### src/rtl/hpt_pkg.sv
// Shared constants, types and codes of the hashed page table fault fill block.
`timescale 1ns / 1ps
`default_nettype none
package hpt_pkg;
	localparam int TABLE_ENTRIES = 1024;
	localparam int IDX_W = $clog2(TABLE_ENTRIES);
	localparam int LINK_W = IDX_W + 1;
	localparam int PAGE_W = 20;
	localparam int SPACE_W = 8;
	localparam int FRAME_W = 20;

	typedef enum logic [2:0] {
		ST_HIT, ST_FILLED, ST_READONLY, ST_BADTYPE,
		ST_BADADDR, ST_FULL, ST_NOFRAME, ST_RESET
	} status_t;

	typedef enum logic [1:0] {
		KIND_READ, KIND_WRITE, KIND_RO, KIND_BAD
	} kind_t;

	typedef enum logic [2:0] {
		S_CLEAR, S_IDLE, S_WALK, S_SCAN, S_FILL, S_LINK, S_DONE
	} state_t;

	typedef enum logic [1:0] {
		SRC_NONE, SRC_HIT, SRC_FILL
	} res_src_t;

	typedef struct packed {
		logic               valid;
		logic [SPACE_W-1:0] space;
		logic [PAGE_W-1:0]  page;
		logic [FRAME_W-1:0] frame;
		logic               dirty;
		logic [LINK_W-1:0]  link;
	} entry_t;

	typedef struct packed {
		logic     load;
		logic     clr_start;
		logic     clr_step;
		logic     walk_step;
		logic     walk_next;
		logic     scan_start;
		logic     scan_next;
		logic     fill_wr;
		logic     link_wr;
		logic     res_load;
		status_t  res_status;
		res_src_t res_src;
		logic     out_load;
	} dp_cmd_t;

	typedef struct packed {
		logic  is_reset;
		kind_t kind;
		logic  region;
		logic  frame_ok;
		logic  rd_valid;
		logic  rd_match;
		logic  link_end;
		logic  steps_last;
		logic  scan_last;
		logic  pred_eq_free;
		logic  clr_last;
	} dp_stat_t;
endpackage
`default_nettype wire

### src/rtl/hpt_ctrl.sv
// Controller: sequences clearing, chain walk, free-slot scan, fill and response.
`timescale 1ns / 1ps
`default_nettype none
module hpt_ctrl
	import hpt_pkg::*;
(
	input  wire logic     clk,
	input  wire logic     arst_n,
	input  wire logic     in_valid,
	output logic          in_ready,
	output logic          out_valid,
	input  wire logic     out_ready,
	input  wire dp_stat_t stat,
	output dp_cmd_t       cmd
);
	state_t state_q, state_d;
	logic   report_q;
	logic   out_valid_q;
	logic   in_fire;
	logic   out_free;

	assign in_ready  = state_q == S_IDLE;
	assign in_fire   = in_valid & in_ready;
	assign out_free  = !out_valid_q || out_ready;
	assign out_valid = out_valid_q;

	always_comb begin
		state_d = state_q;
		unique case (state_q)
			S_CLEAR: if (stat.clr_last) state_d = report_q ? S_DONE : S_IDLE;
			S_IDLE: begin
				if (in_fire) begin
					priority if (stat.is_reset) state_d = S_CLEAR;
					else if (stat.kind == KIND_RO || stat.kind == KIND_BAD) state_d = S_DONE;
					else state_d = S_WALK;
				end
			end
			S_WALK: begin
				priority if (stat.rd_valid && stat.rd_match) begin
					state_d = S_DONE;
				end else if (!stat.rd_valid || stat.link_end || stat.steps_last) begin
					state_d = stat.region ? S_SCAN : S_DONE;
				end else begin
					state_d = S_WALK;
				end
			end
			S_SCAN: begin
				priority if (!stat.rd_valid) state_d = stat.frame_ok ? S_FILL : S_DONE;
				else if (stat.scan_last) state_d = S_DONE;
				else state_d = S_SCAN;
			end
			S_FILL: state_d = stat.pred_eq_free ? S_DONE : S_LINK;
			S_LINK: state_d = S_DONE;
			S_DONE: if (out_free) state_d = S_IDLE;
			default: state_d = S_IDLE;
		endcase
	end

	always_comb begin
		cmd = '0;
		cmd.res_status = ST_HIT;
		cmd.res_src    = SRC_NONE;
		unique case (state_q)
			S_CLEAR: cmd.clr_step = 1'b1;
			S_IDLE: begin
				if (in_fire) begin
					priority if (stat.is_reset) begin
						cmd.clr_start  = 1'b1;
						cmd.res_load   = 1'b1;
						cmd.res_status = ST_RESET;
					end else if (stat.kind == KIND_RO) begin
						cmd.res_load   = 1'b1;
						cmd.res_status = ST_READONLY;
					end else if (stat.kind == KIND_BAD) begin
						cmd.res_load   = 1'b1;
						cmd.res_status = ST_BADTYPE;
					end else begin
						cmd.load = 1'b1;
					end
				end
			end
			S_WALK: begin
				cmd.walk_step = 1'b1;
				priority if (stat.rd_valid && stat.rd_match) begin
					cmd.res_load   = 1'b1;
					cmd.res_status = ST_HIT;
					cmd.res_src    = SRC_HIT;
				end else if (!stat.rd_valid || stat.link_end || stat.steps_last) begin
					if (stat.region) begin
						cmd.scan_start = 1'b1;
					end else begin
						cmd.res_load   = 1'b1;
						cmd.res_status = ST_BADADDR;
					end
				end else begin
					cmd.walk_next = 1'b1;
				end
			end
			S_SCAN: begin
				priority if (!stat.rd_valid) begin
					if (!stat.frame_ok) begin
						cmd.res_load   = 1'b1;
						cmd.res_status = ST_NOFRAME;
					end
				end else if (stat.scan_last) begin
					cmd.res_load   = 1'b1;
					cmd.res_status = ST_FULL;
				end else begin
					cmd.scan_next = 1'b1;
				end
			end
			S_FILL: begin
				cmd.fill_wr    = 1'b1;
				cmd.res_load   = 1'b1;
				cmd.res_status = ST_FILLED;
				cmd.res_src    = SRC_FILL;
			end
			S_LINK: cmd.link_wr = 1'b1;
			S_DONE: cmd.out_load = out_free;
			default: ;
		endcase
	end

	always_ff @(posedge clk or negedge arst_n) begin
		if (!arst_n) begin
			state_q     <= S_CLEAR;
			report_q    <= 1'b0;
			out_valid_q <= 1'b0;
		end else begin
			state_q <= state_d;
			if (in_fire && stat.is_reset) begin
				report_q <= 1'b1;
			end else if (state_q == S_CLEAR && stat.clr_last) begin
				report_q <= 1'b0;
			end
			if (cmd.out_load) begin
				out_valid_q <= 1'b1;
			end else if (out_ready) begin
				out_valid_q <= 1'b0;
			end
		end
	end
endmodule
`default_nettype wire

### config.mk
export PLATFORM = sky130hd
export DESIGN_NAME = hpt_ctrl
export DESIGN_NICKNAME = d
export VERILOG_FILES = /design/src/rtl/hpt_pkg.sv /design/src/rtl/hpt_ctrl.sv
export SDC_FILE = /design/constraint.sdc
export NUM_CORES = 1
export LEC_CHECK = 0
export ABC_AREA = 0
export BUFFER_PORTS_ARGS = -buffer_cell sky130_fd_sc_hd__buf_4
export CAP_MARGIN = 5
export CORE_MARGIN = 2
export CORE_UTILIZATION = 44
export DETAILED_ROUTE_END_ITERATION = 10
export PLACE_DENSITY = 0.89
export REMOVE_ABC_BUFFERS = 1
export SYNTH_ARGS = -nofsm -noshare
export SYNTH_HDL_FRONTEND = slang
export SYNTH_SLANG_ARGS = --single-unit
### constraint.sdc
create_clock -name clk -period 1.7 [get_ports clk]
set_input_delay 0.085 -clock clk [delete_from_list [all_inputs] [get_ports clk]]
set_output_delay 0.085 -clock clk [all_outputs]
set_load 0.01 [all_outputs]
### After elaboration in Yosys (flattened, before gate mapping)

Cells that the tools add are included.

| operators by class | value |
|---|---|
| bitwise operators | 1 |
| reduce and logical (&&, ||, !) cells | 13 |
| equal/unequal tests | 11 |
| mux-type cells | 49 |

Operator list:

| kind | count |
|---|---|
| $mux 4 | 10 |
| $mux 3 | 12 |
| $pmux 3 s7 | 1 |
| $mux 1 | 19 |
| $pmux 4 s4 | 1 |
| $mux 2 | 5 |
| $eq 3x3->1 const B | 3 |
| $eq 3x2->1 const B | 2 |
| $eq 2x2->1 const B | 2 |
| $logic_or 1x1->1 | 4 |
| $ne 2x2->1 const B | 2 |
| $pmux 2 s2 | 1 |
| $reduce_bool 2->1 | 2 |
| $eq 3x1->1 const B | 1 |
| $logic_and 1x1->1 | 3 |
| $logic_not 3->1 | 1 |
| $reduce_and 3->1 | 1 |
| $logic_not 1->1 | 2 |
| $ne 2x1->1 const B | 1 |
| $and 1x1->1 | 1 |

| storage, ports and cells | value |
|---|---|
| bits in registers | 5 |
| output and inout bits | 18 |
| word-level logic and storage cells | 77 |

### Depth between registers and ports, before layout

| logic depth | value |
|---|---|
| depth after elaboration | 6 |
| gate-level depth with buffers | 6 |

### Worst setup path before layout

No wires, ideal clock.

| timing path | value |
|---|---|
| path type | register -> output |
| from | register state_q[1] |
| to | output port cmd[6] in the netlist's numbering |
| setup slack | 0.278 ns |
| arrival time | 1.337 ns |
| stages on the path, launching flop included | 6 |
| cells stage by stage | dfrtp_1 -> buf_6 -> nor3b_2 -> o211ai_2 -> o21a_1 -> o21ai_1 |

RTL lines:

| element | RTL line | text |
|---|---|---|
| from (decl) | hpt_ctrl.sv:16 | `state_t state_q, state_d;` |
| from (signal assigned) | hpt_ctrl.sv:130 | `state_q <= state_d;` |
| to (decl) | hpt_ctrl.sv:14 | `output dp_cmd_t cmd` |

==> out/results.ini <==
[sta]
worst_pin_slew_ns = 0.282
setup_viol = 0
holdWs_ns = 0.110
fin_crit_sh = 0.955
finalHoldViolCount = 0
fin_skew_ns = 0.00763
max_freq_mhz = 616
slew_violations = 0
max_slew_margin = 0.811
period_needed_ns = 1.62

[synth]
yosys_warnings = 0
synth_cells = 88
syn-cell-area_sq_um = 672
ys_ff_latch = 5
synth-edff-count = 0
postSynthAreaPerCell_sq_um = 7.64
yosysTopAreaCellShare = 0.186
ys_async_sr_fraction = 1.00
ys.flop_type = dfrtp_1
yosysTopAreaCell = dfrtp_1
netlist_top_cells_area = dfrtp_1 19%, nand2_1 6.7%, buf_6 5.0%, a21oi_1 3.7%, nor3b_2 3.7%
synth_cell_types = 41
yosysSeqAreaShare = 0.186

[power]
p_int_uw = 938
leakagePower_nw = 0.508
irDropWorstVdd_v = 0.000970
powerDensity_nw_per_um2 = 1570
p_sw_uw = 696
p_total_mw = 1.63
swShare = 0.426
combPwrFrac = 0.727
clkPwrFrac = 0.085
pwr-share-seq = 0.188

[min_path]
hold_depth = 4
hold_start = stat[0]
hp-class = in -> reg

[drt]
drc = 0
dr.pass1.iters = 4
wl_per_cell_um = 13.1
vias_per_cell = 5.46
num_vias = 814
routed_wl_mm = 1.95
dr.first_iter.drc_count = 13
ant_nets = 0

[global_routing]
grt_antenna_before_repair = 0
grt_pass1_wl_mm = 2.93
grt_max_degree = 17
grt_usage = 0.205
grt_pass1_vias = 693
gr-total-overflow = 0

[final_layout]
fill_cells = 132
final_common_cell = buf_4
mostFrequentLayoutCells = 46 x buf_4, 12 x nand2_1, 6 x inv_1, 6 x nor2_1, 5 x a21oi_1
fin_util = 0.709
drive_gt1_frac = 0.481
stdcell_count = 149
syn2layout_area_growth_pct = 55.3
layout.nets = 150
n_antenna_cell = 0

[worst_setup_path]
r2r-start = state_q[0]
rr_worst_depth = 6
worst_ep_arrival_time_ns = 1.54
cp-startpoint = state_q[2]
end_kind = output pin
critical_path_peak_fanout = 7
cp_data_required_time_ns = 1.62
crit_type = reg -> out
start_kind = flip-flop

[cts]
clkTransAtPathRegs_ns = 0.05
root_buffer = clkbuf_4
cts_tree = yes
clock_latency_ns = 0.25
htree_levels = 1
cts_buffers = 3
clockBufferDepth = 2
clock_sinks = 5

[die]
rows = 14
dieArea_sq_um = 1860
start_util = 0.457
die_h_um = 43.1
die_w_um = 43.1
io_pins = 34
coreArea_sq_um = 1470

[run]
max_cap_viol_count = 0

[place]
portBuffers = 33
placedCellCount = 135
globalplace.congestion = 0.813
dp_hpwl_mm = 1.42

[outcome]
outcome = finished clean

[logic make-up (layout without fill, tap and decap cells)]
family,Yosys count,in the layout,share of synthesized area
muxes,1,1,0.0149
buffers and inverters,13,58,0.130
AOI/OAI and AO/OA,25,25,0.277
and+or+nand+nor,44,44,0.391
DFF,5,5,0.186
[timing repair]
item	4_1_cts	5_1_grt
gates resized for setup	4	4
endpoints found under the hold margin	5	0
hold buffers	1	0
setup endpoints to repair	5	4
pin swaps	1	3
setup buffers	2	7
[registers in the layout, summed over array words and instances (netlist names)]
signal and cells:
state_q 3, report_q 1, out_valid 1
[worst paths after layout]
check	slack, ns	end
setup / recovery	0.08	cmd[6]
hold / removal	0.11	report_q
setup reg to reg	0.12	state_q[0]
hold reg to reg	0.52	report_q
max in group asynchronous	1.40	state_q[0]
min in group asynchronous	0.17	state_q[2]
[routing by layer]
metal  global-route usage  up-vias  part of all wire
met5                    0        -                 0
met4               0.0545        0            0.0026
met3               0.0553        2             0.090
met2                0.339       38              0.51
met1                0.261      368              0.40
li1                     -      406                 -
[area by class of cell]
cell class / instances / area [sq um] / share of cell area
tap: 16 / 20.0 / 0.0192
inverter: 6 / 22.5 / 0.0216
timing repair buffer: 48 / 360 / 0.345
sequential: 5 / 131 / 0.126
clock buffer: 4 / 26.3 / 0.0252
multi-input combinational: 70 / 483 / 0.463
[worst max-delay path: stages, from the launching register on]
cell and delay, ns:
dfrtp_4 0.52, nor3b_4 0.21, o211ai_2 0.14, o21a_1 0.12, o21ai_1 0.14, buf_4 0.15
[stage by stage]
stage          TNS, ns  setup WS, ns  cell area [sq um]
5_1_grt        -0.0183      -0.00952               1040
6_report             0        0.0758               1040
3_5_place_dp         0        0.0866                912
4_1_cts              0        0.0213                973
2_1_floorplan        0        0.0635                607
3_3_place_gp         0         0.167                912
[power groups by stage]
stage / Sequential (mW) / Combinational [mW] / Clock [mW]
after floorplan: 0.329 / 0.536 / 0
after global placement: 0.311 / 0.961 / 0
after detailed placement: 0.322 / 0.978 / 0
after CTS: 0.339 / 1.03 / 0.144
after global routing: 0.320 / 1.28 / 0.154
final: 0.307 / 1.19 / 0.139
[cell usage after synthesis (2+ instances only)]
library cell  count
nor2_1            6
nor2b_1           3
nand2b_1          2
nand3_1           2
o21ai_0           2
nand3b_1          2
nor3b_1           2
nor3b_2           2
nand2_1          12
buf_6             3
o21ai_1           2
buf_2             2
nor3_1            3
and3_1            2
or3_1             2
dfrtp_1           5
a31oi_1           2
a21oi_1           5
o21a_1            2
inv_1             6
Power figures use the tool's default switching activity.
